==> src/rtl/pwpr_pkg.sv <==
// Shared types and constants for the OOK pulse-width packet receiver.
// No dependencies.
package pwpr_pkg;

    // Event codes on the mode field
    localparam logic [1:0] MODE_PULSE   = 2'd0;
    localparam logic [1:0] MODE_TIMEOUT = 2'd1;
    localparam logic [1:0] MODE_REARM   = 2'd2;

    // Configuration register indexes
    localparam logic REG_PREAMBLE = 1'b0;
    localparam logic REG_ONE      = 1'b1;

    localparam logic [15:0] PREAMBLE_RESET = 16'd1000;
    localparam logic [15:0] ONE_RESET      = 16'd100;

    // Decoded packet covers the first five bytes
    localparam int unsigned DECODE_BITS = 40;

    localparam logic [7:0] HDR_BYTE0 = 8'h3e;
    localparam logic [7:0] HDR_BYTE1 = 8'h35;
    localparam logic [7:0] HDR_BYTE2 = 8'h6e;
    localparam logic [3:0] HDR_NIBBLE = 4'ha;

    localparam logic [7:0] CMD_UP   = 8'h11;
    localparam logic [7:0] CMD_STOP = 8'h55;
    localparam logic [7:0] CMD_DOWN = 8'h33;

    // Action codes reported on the result
    localparam logic [1:0] ACT_UP      = 2'd0;
    localparam logic [1:0] ACT_STOP    = 2'd1;
    localparam logic [1:0] ACT_DOWN    = 2'd2;
    localparam logic [1:0] ACT_INVALID = 2'd3;

    typedef struct packed {
        logic       packet_ready;
        logic       header_ok;
        logic [3:0] address;
        logic [1:0] action;
        logic       receiving;
        logic [5:0] bits_received;
    } result_t;

endpackage

==> src/rtl/pwpr_core.sv <==
// Receiver state, threshold registers and per-event decode.
// Depends on pwpr_pkg.
module pwpr_core #(
    parameter int unsigned FRAME_BITS = 40
) (
    input  logic             clk,
    input  logic             rst_n,
    input  logic             cfg_we,
    input  logic             cfg_index,
    input  logic [15:0]      cfg_data,
    input  logic             accept,
    input  logic [1:0]       mode,
    input  logic [15:0]      high_time,
    output pwpr_pkg::result_t result
);
    import pwpr_pkg::*;

    localparam int unsigned CW = $clog2(FRAME_BITS + 1);
    localparam int unsigned IW = $clog2(FRAME_BITS);
    localparam logic [CW-1:0] FRAME_CNT = CW'(FRAME_BITS);
    localparam logic [IW-1:0] TOP_IDX   = IW'(FRAME_BITS - 1);

    logic [15:0]           pre_thr_reg;
    logic [15:0]           one_thr_reg;
    logic [CW-1:0]         cnt_reg, cnt_next;
    logic                  in_frame_reg, in_frame_next;
    logic [FRAME_BITS-1:0] frame_reg, frame_next;
    logic [CW-1:0]         cnt_inc;
    logic [DECODE_BITS-1:0] head;
    logic                  ready;

    assign cnt_inc = cnt_reg + CW'(1);

    always_comb
    begin
        cnt_next      = cnt_reg;
        in_frame_next = in_frame_reg;
        frame_next    = frame_reg;
        if (accept)
        begin
            unique case (mode)
                MODE_PULSE:
                begin
                    if (high_time > pre_thr_reg && cnt_reg < FRAME_CNT)
                    begin
                        in_frame_next = 1'b1;
                        cnt_next      = '0;
                    end
                    else if (in_frame_reg)
                    begin
                        // MSB first; count stays below FRAME_BITS while in frame
                        frame_next[TOP_IDX - cnt_reg[IW-1:0]] = (high_time > one_thr_reg);
                        cnt_next      = cnt_inc;
                        in_frame_next = (cnt_inc < FRAME_CNT);
                    end
                end
                MODE_TIMEOUT:
                begin
                    // held packet survives a timeout
                    if (cnt_reg < FRAME_CNT)
                    begin
                        in_frame_next = 1'b0;
                        cnt_next      = '0;
                    end
                end
                MODE_REARM:
                begin
                    in_frame_next = 1'b0;
                    cnt_next      = '0;
                end
                default:
                begin
                    cnt_next = cnt_reg;
                end
            endcase
        end
    end

    assign ready = (cnt_next >= FRAME_CNT);
    assign head  = frame_next[FRAME_BITS-1 -: DECODE_BITS];

    always_comb
    begin
        result.packet_ready  = ready;
        result.header_ok     = 1'b0;
        result.address       = 4'd0;
        result.action        = ACT_INVALID;
        result.receiving     = in_frame_next;
        result.bits_received = cnt_next[5:0];
        if (ready)
        begin
            result.header_ok = (head[39:32] == HDR_BYTE0) && (head[31:24] == HDR_BYTE1)
                            && (head[23:16] == HDR_BYTE2) && (head[15:12] == HDR_NIBBLE);
            result.address   = head[11:8];
            unique case (head[7:0])
                CMD_UP:   result.action = ACT_UP;
                CMD_STOP: result.action = ACT_STOP;
                CMD_DOWN: result.action = ACT_DOWN;
                default:  result.action = ACT_INVALID;
            endcase
        end
    end

    always_ff @(posedge clk or negedge rst_n)
    begin
        if (!rst_n)
        begin
            pre_thr_reg  <= PREAMBLE_RESET;
            one_thr_reg  <= ONE_RESET;
            cnt_reg      <= '0;
            in_frame_reg <= 1'b0;
        end
        else
        begin
            if (cfg_we && cfg_index == REG_PREAMBLE)
                pre_thr_reg <= cfg_data;
            if (cfg_we && cfg_index == REG_ONE)
                one_thr_reg <= cfg_data;
            cnt_reg      <= cnt_next;
            in_frame_reg <= in_frame_next;
        end
    end

    // packet bits need no reset; never read before written in a packet
    always_ff @(posedge clk)
    begin
        frame_reg <= frame_next;
    end

endmodule

==> src/rtl/pwpr_out_buf.sv <==
// Result register with one skid entry behind it.
// Depends on pwpr_pkg.
module pwpr_out_buf (
    input  logic              clk,
    input  logic              rst_n,
    input  logic              push,
    input  pwpr_pkg::result_t push_data,
    output logic              full,
    output logic              out_valid,
    input  logic              out_stall,
    output pwpr_pkg::result_t out_data
);
    import pwpr_pkg::*;

    logic    out_valid_reg;
    logic    skid_valid_reg;
    result_t out_reg;
    result_t skid_reg;
    logic    pop;

    assign pop       = out_valid_reg && !out_stall;
    assign full      = skid_valid_reg;
    assign out_valid = out_valid_reg;
    assign out_data  = out_reg;

    always_ff @(posedge clk or negedge rst_n)
    begin
        if (!rst_n)
        begin
            out_valid_reg  <= 1'b0;
            skid_valid_reg <= 1'b0;
        end
        else if (pop)
        begin
            if (skid_valid_reg)
                skid_valid_reg <= 1'b0;
            else
                out_valid_reg <= push;
        end
        else if (push && out_valid_reg)
            skid_valid_reg <= 1'b1;
        else if (push)
            out_valid_reg <= 1'b1;
    end

    always_ff @(posedge clk)
    begin
        if (pop)
        begin
            if (skid_valid_reg)
                out_reg <= skid_reg;
            else if (push)
                out_reg <= push_data;
        end
        else if (push && out_valid_reg)
            skid_reg <= push_data;
        else if (push)
            out_reg <= push_data;
    end

endmodule

==> src/rtl/ook_pulse_width_packet_receiver.sv <==
// A result beat is registered in the output buffer; a result stall can hold it there or in the skid entry.
// One event per cycle while in_stall is low; the state update and packet decode are combinational.
// in_stall rises only when the result register and its skid entry are both full.
// Reset (rst_n low, async) clears the bit count and frame flag, loads default
// thresholds (1000 / 100) and empties the result buffer; packet bits are not cleared.
// Built from pwpr_core and pwpr_out_buf; depends on pwpr_pkg.
module ook_pulse_width_packet_receiver #(
    parameter int unsigned FRAME_BITS = 40   // data bits per packet, 40..63
) (
    input  logic        clk,
    input  logic        rst_n,
    // configuration: index 0 preamble threshold, 1 bit-one threshold
    input  logic        cfg_we,
    input  logic        cfg_index,
    input  logic [15:0] cfg_data,
    // event channel
    input  logic        in_valid,
    output logic        in_stall,
    input  logic [1:0]  mode,
    input  logic [15:0] high_time,
    // result channel
    output logic        out_valid,
    input  logic        out_stall,
    output logic        packet_ready,
    output logic        header_ok,
    output logic [3:0]  address,
    output logic [1:0]  action,
    output logic        receiving,
    output logic [5:0]  bits_received
);
    import pwpr_pkg::*;

    logic    accept;
    logic    buf_full;
    result_t core_result;
    result_t buf_result;

    // an event beat is taken whenever the skid entry is free
    assign in_stall = buf_full;
    assign accept   = in_valid && !buf_full;

    // state update and decode of the new state
    pwpr_core #(
        .FRAME_BITS (FRAME_BITS)
    ) u_core (
        .clk       (clk),
        .rst_n     (rst_n),
        .cfg_we    (cfg_we),
        .cfg_index (cfg_index),
        .cfg_data  (cfg_data),
        .accept    (accept),
        .mode      (mode),
        .high_time (high_time),
        .result    (core_result)
    );

    // result register plus skid, so input keeps flowing under a short stall
    pwpr_out_buf u_out_buf (
        .clk       (clk),
        .rst_n     (rst_n),
        .push      (accept),
        .push_data (core_result),
        .full      (buf_full),
        .out_valid (out_valid),
        .out_stall (out_stall),
        .out_data  (buf_result)
    );

    assign packet_ready  = buf_result.packet_ready;
    assign header_ok     = buf_result.header_ok;
    assign address       = buf_result.address;
    assign action        = buf_result.action;
    assign receiving     = buf_result.receiving;
    assign bits_received = buf_result.bits_received;

endmodule

==> config.mk <==
export PLATFORM = sky130hd
export DESIGN_NAME = ook_pulse_width_packet_receiver
export DESIGN_NICKNAME = d
export VERILOG_FILES = /design/src/rtl/pwpr_pkg.sv /design/src/rtl/pwpr_core.sv /design/src/rtl/pwpr_out_buf.sv /design/src/rtl/ook_pulse_width_packet_receiver.sv
export SDC_FILE = /design/constraint.sdc
export NUM_CORES = 1
export LEC_CHECK = 0
export BUFFER_PORTS_ARGS = -buffer_cell sky130_fd_sc_hd__buf_2
export CAP_MARGIN = 15
export CORE_MARGIN = 5
export CORE_UTILIZATION = 45
export DETAILED_ROUTE_END_ITERATION = 10
export PLACE_DENSITY_LB_ADDON = 0.08
export SYNTH_ARGS = -nofsm -noshare
export SYNTH_HDL_FRONTEND = slang
export SYNTH_SLANG_ARGS = --single-unit
==> constraint.sdc <==
create_clock -name clk -period 4.2 [get_ports clk]
set_input_delay 0.21 -clock clk [delete_from_list [all_inputs] [get_ports clk]]
set_output_delay 0.21 -clock clk [all_outputs]
set_load 0.01 [all_outputs]
* Word-level counts from Yosys, hierarchy flattened
Index checks and enable logic that the tools add are counted.
Storage, ports and cells: bits in registers 111, input bits 40, output and inout bits 17, logic and storage cells 87
Operators by class: $add $sub $neg 2, magnitude comparators 7, equality and inequality tests 11, mux-type cells 29, bitwise logic cells 2, reductions and logical operators 17
Operator list (number):
- two-way mux 40 bit | 4
- two-way mux 15 bit | 4
- bitwise mux 40 bit | 1
- greater-than comparator 16 bit | 2
- equality test 8 x 6 -> 1 bit, second input constant | 3
- two-way mux 6 bit | 4
- one-hot mux 6 bit (3 select lines) | 1
- equality test 8 x 7 -> 1 bit, second input constant | 2
- < comparator 6 bit, second input constant | 2
- two-way mux 1 bit | 11
- logical AND 1 bit | 10
- equality test 8 x 5 -> 1 bit, second input constant | 1
- < comparator 6 x 7 -> 1 bit, second input constant | 1
- two-way mux 7 bit | 1
- adder 6 x 1 -> 6 bit, second input constant | 1
- demux 1 bit (select 6 bit) | 1
- greater-or-equal comparator 6 x 1 -> 1 bit, second input constant | 1
- greater-or-equal comparator 6 bit, second input constant | 1
- one-hot mux 2 bit (3 select lines) | 1
- subtractor 6 bit, first input constant | 1
- equality test 4 bit, second input constant | 1
- nonzero test 2 bit | 2
- one-hot mux 1 bit (3 select lines) | 1
- AND reduction 3 bit | 1
- other kinds (8) | 10

* Longest topological paths before layout
depth in word-level cells 18, depth in mapped cells 14, depth with buffers taken out 12

* By module
From an unflattened synthesis, not the netlist that was laid out.
Unflattened totals: cells, all modules 601, area total of the unflattened synthesis 6147.1 µm²
By module, submodules not included:
- pwpr_core | times used 1, cells an instance 527, area an instance 4694.5 µm², seq. area each 1788.0 µm²
- pwpr_out_buf | times used 1, cells an instance 73, area an instance 1438.9 µm², seq. area each 950.9 µm²
- ook_pulse_width_packet_receiver | times used 1, cells an instance 1, area an instance 13.8 µm², seq. area each 0.0 µm²

* Worst setup path before layout
No wires, ideal clock.
path type register to register, start point reg u_core.pre_thr_reg[9], end point reg u_out_buf.out_reg, in the netlist u_out_buf.out_data[7], data pin, arrival time 2.822 ns, data required time 3.926 ns, slack 1.104 ns, stages on the path, launching flop included 12, cell sequence dfstp_2 inv_1 ha_1 a21oi_1 nor3_1 nor4_1 a31oi_2 or4_1 o21ai_2 o21ai_1 nor4_2 a31oi_1
RTL lines:
- from (decl) | line pwpr_core.sv:23 | logic [15:0] pre_thr_reg;
- from (signal assigned) | line pwpr_core.sv:116 | pre_thr_reg <= cfg_data;
- to (signal assigned) | line pwpr_out_buf.sv:51 | out_reg <= skid_reg;
- to (signal assigned) | line pwpr_out_buf.sv:53 | out_reg <= push_data;
- to (signal assigned) | line pwpr_out_buf.sv:58 | out_reg <= push_data;
- to (decl) | line pwpr_out_buf.sv:17 | result_t out_reg;

* Final worst setup path
start point reg u_core.pre_thr_reg[9], end point reg u_out_buf.out_reg, in the netlist u_out_buf.out_data[13], data pin
Between the ends: longest elaborated chain between the ends 13
Ends and longest elaborated chain:
- greater-than comparator 16 bit (*) | line pwpr_core.sv:44 | if (high_time > pre_thr_reg && cnt_reg < FRAME_CNT)
- logical AND 1 bit (*) | line pwpr_core.sv:44
- branches (longest 7 deep; another with greater-or-equal comparator 6 bit)
- two-way mux 7 bit (*) | line pwpr_core.sv:90 | if (ready)
- two-way mux 15 bit (*) | line pwpr_out_buf.sv:52, pwpr_out_buf.sv:57
- two-way mux 15 bit, on equally long branches | line pwpr_out_buf.sv:55, pwpr_out_buf.sv:50
- two-way mux 15 bit (*) | line pwpr_out_buf.sv:48 | if (pop)
Every way passes the cells marked *. The select of a mux whose other input is x is not followed. A chain may end at the register's enable or synchronous reset.

==> flow_summary.json <==
{
  "run_status": "finished, final reports clean",
  "antenna_cells_inserted": 0,
  "buffer_ports.inserted": 56,
  "initial_core_util_pct": 46.0,
  "crit_chain": "inv_1 > ha_1 > a21oi_1 > nor3_1 > nor4_1 > a31o_1 > buf_4 > nand3_4 > nor4_1 > a32oi_1 > a211oi_1 > nand3_1 > o31ai_2",
  "synth-seq-area-share_pct": 44.8,
  "placementRows": 42,
  "total_power_mw": 2.83,
  "finalNetCount": 759,
  "antenna_found_initial": 0,
  "path_type_of_the_worst_setup_path": "reg -> reg",
  "mostFrequentLayoutCell": "sky130_fd_sc_hd__nand2_1",
  "yosys.area.top_type": "sky130_fd_sc_hd__edfxtp_1",
  "synth_top_cells_by_area": "sky130_fd_sc_hd__edfxtp_1 15%, sky130_fd_sc_hd__dfrtp_1 13%, sky130_fd_sc_hd__dfxtp_1 13%, sky130_fd_sc_hd__ha_1 7.2%, sky130_fd_sc_hd__mux2_2 6.3%",
  "number_of_standard_cells_after_synthesis": 634,
  "cp_data_required_time_ns": 4.40,
  "synth.distinct_cells": 68,
  "critical-path-max-stage-delay_ns": 0.52,
  "post_synthesis_net_count": 709,
  "r2r-start": "u_core.pre_thr_reg[9]",
  "clock_tree_from_tritoncts": "yes",
  "via_per_inst": 5.65,
  "cp-startpoint": "u_core.pre_thr_reg[9]",
  "path_clk_slew_ns": 0.08,
  "fmax_ghz": 0.270,
  "grt_pass1_wl_mm": 24.7,
  "multiInputGateArea_um2": 3070,
  "synth_ff_type": "sky130_fd_sc_hd__dfxtp_1",
  "worst_slew_pin_slew_ns": 1.11,
  "cp_common_cell": "sky130_fd_sc_hd__nor4_1",
  "setup.worst_path.end_class": "flop",
  "grt_use_total_pct": 19.1,
  "hold_buffers": 0,
  "area_growth_syn_to_layout_pct": 12.4,
  "synth_area_per_cell_um2": 9.64,
  "dr.first_iter.drc_count": 472,
  "finalHoldViolations": 0,
  "period_minus_slack_ns": 3.70,
  "via_count_of_the_first_global_routing_pass": 4814,
  "detail_route.first_pass.iterations": 5,
  "vdd_drop_max_uv": 279,
  "p_leak_nw": 2.89,
  "grt_start_max_net_pins": 42,
  "largest_register_ff_count": 40,
  "synth_top_cell_area_share_pct": 14.7,
  "layout-drive-gt1-share_pct": 21.6,
  "crit_path_max_fanout": 12,
  "chipWidth_um": 127,
  "layout.cells.most_common_list": "75 x sky130_fd_sc_hd__nand2_1, 61 x sky130_fd_sc_hd__o21ai_0, 56 x sky130_fd_sc_hd__buf_2, 46 x sky130_fd_sc_hd__inv_1, 40 x sky130_fd_sc_hd__dfxtp_1",
  "async_flop_share_pct": 36.9,
  "slew_viol_final": 0,
  "route.detailed.drc": 0,
  "die_h_um": 127,
  "core_um2": 13300,
  "power_density_nw_per_um2": 411,
  "critPathSlowestCell": "sky130_fd_sc_hd__dfstp_2",
  "clock_path_buffers": 2,
  "data_arrival_critical_path_ns": 3.91,
  "finClkSkew_ns": 0.00777,
  "cap_violations": 0,
  "hold_path_class": "in -> async",
  "post_cts.repair.setup_buffers": 0,
  "normalized_max_slew_margin_pct": 25.7,
  "layout.area.seq_um2": 2740,
  "tritoncts.num_buffers": 9,
  "ant_nets": 0,
  "yosys_warnings": 0,
  "drt-total-wl_mm": 15.1,
  "ys_seq_elements": 111,
  "cts-htree-levels": 3,
  "rsz0062_at_grt": "no",
  "finalCritPeriodShare_pct": 88.2,
  "ctsRootBufferMaster": "sky130_fd_sc_hd__clkbuf_16",
  "floorplan.io_pins": 57,
  "synth-edff-count": 30,
  "grt_remaining_overflow": 0,
  "synth.cell_area_um2": 6110,
  "setup_tns_ns": 0,
  "worst_setup_path_start_kind": "flop",
  "report.final.setup_viol": 0,
  "die_area_um2": 16000,
  "hpwlAfterDp_mm": 11.1,
  "clock_sinks": 111,
  "finalWeightedCongestion": 0.934,
  "clock_latency_ns": 0.36,
  "layout.filler_cells": 1247,
  "dr_total_vias": 4890,
  "post_cts_resized": 0,
  "avgRoutedWirePerCell_um": 17.4
}
where the power goes:
| part | internal, mW | switching [mW] | total, mW |
|---|---|---|---|
| registers | 1.26 | 0.0676 | 1.33 |
| clock network | 0.413 | 0.422 | 0.836 |
| logic | 0.254 | 0.405 | 0.659 |
critical path: cells and delay by family (launching register included):
family	cells	cell delay (ns)
AND/OR/NAND/NOR	5	1.26
buffers and inverters	2	0.30
adder cells (fa/ha/maj)	1	0.29
AO/OA/AOI/OAI	5	1.19
flip-flops	1	0.52
synthesized netlist by cell type (all sizes together), types with 16 or more instances:
cell type	number
inv	46
nand2	75
dfrtp	32
nor3	16
mux2	34
o21ai	63
dfxtp	40
nand3	16
nor2	30
mux2i	20
clkbuf	19
ha	35
edfxtp	30
o31ai	16
a21oi	23
cells by family (layout without fill, tap and decap cells):
group	count (synthesis)	after routing	synth area share (%)
AOI/OAI and AO/OA	151	151	15.7
xor gates and xnor gates	4	4	0.573
buffers and inverters	76	131	5.12
muxes	54	54	9.54
DFF	111	111	44.8
adders and majority gates	35	35	7.16
and+or+nand+nor	203	203	17.1
per-stage QoR:
| step | utilization, % | cells | setup WS, ns | instance area, µm² | hold slack [ns] |
|---|---|---|---|---|---|
| final | 51.7 | 865 | 0.495 | 6870 | 0.00927 |
| after global routing | 51.7 | 865 | 0.159 | 6870 | 0.0761 |
| after CTS | 51.7 | 865 | 0.489 | 6870 | 0.0369 |
| after detailed placement | 49.5 | 849 | 0.523 | 6580 | 0.422 |
| after global placement | 49.5 | 849 | 0.664 | 6580 | 0.404 |
| after floorplan | - | 634 | 1.10 | 6110 | -0.0856 |
layer usage:
metal  GRT usage [%]  part of all wire [%]
met5               0                     0
met4            6.37                   1.8
met3            3.53                   4.9
met2            30.2                    45
met1            26.4                    48
layout make-up:
type	instances	area share [%]
clock inverters	7	0.911
multi-input cells	447	44.7
clock buffers	9	3.28
flip-flops and latches	111	39.9
inverters	46	2.51
repair buffers	69	5.50
well taps	176	3.21
final timing paths:
| path | slack, ns | cells past startpoint | to |
|---|---|---|---|
| setup / recovery | 0.50 | 13 | u_out_buf.out_data[13] |
| min in group clk | 0.06 | 3 | u_core.pre_thr_reg[4] |
| setup reg to reg | 0.50 | 13 | u_out_buf.out_data[13] |
| hold reg to reg | 0.45 | 2 | u_core.frame_reg[31] |
| hold / removal | 0.009 | 1 | u_core.one_thr_reg[12] |
| max in group asynchronous | 3.58 | 1 | u_core.one_thr_reg[4] |
Power figures use the tool's default switching activity.
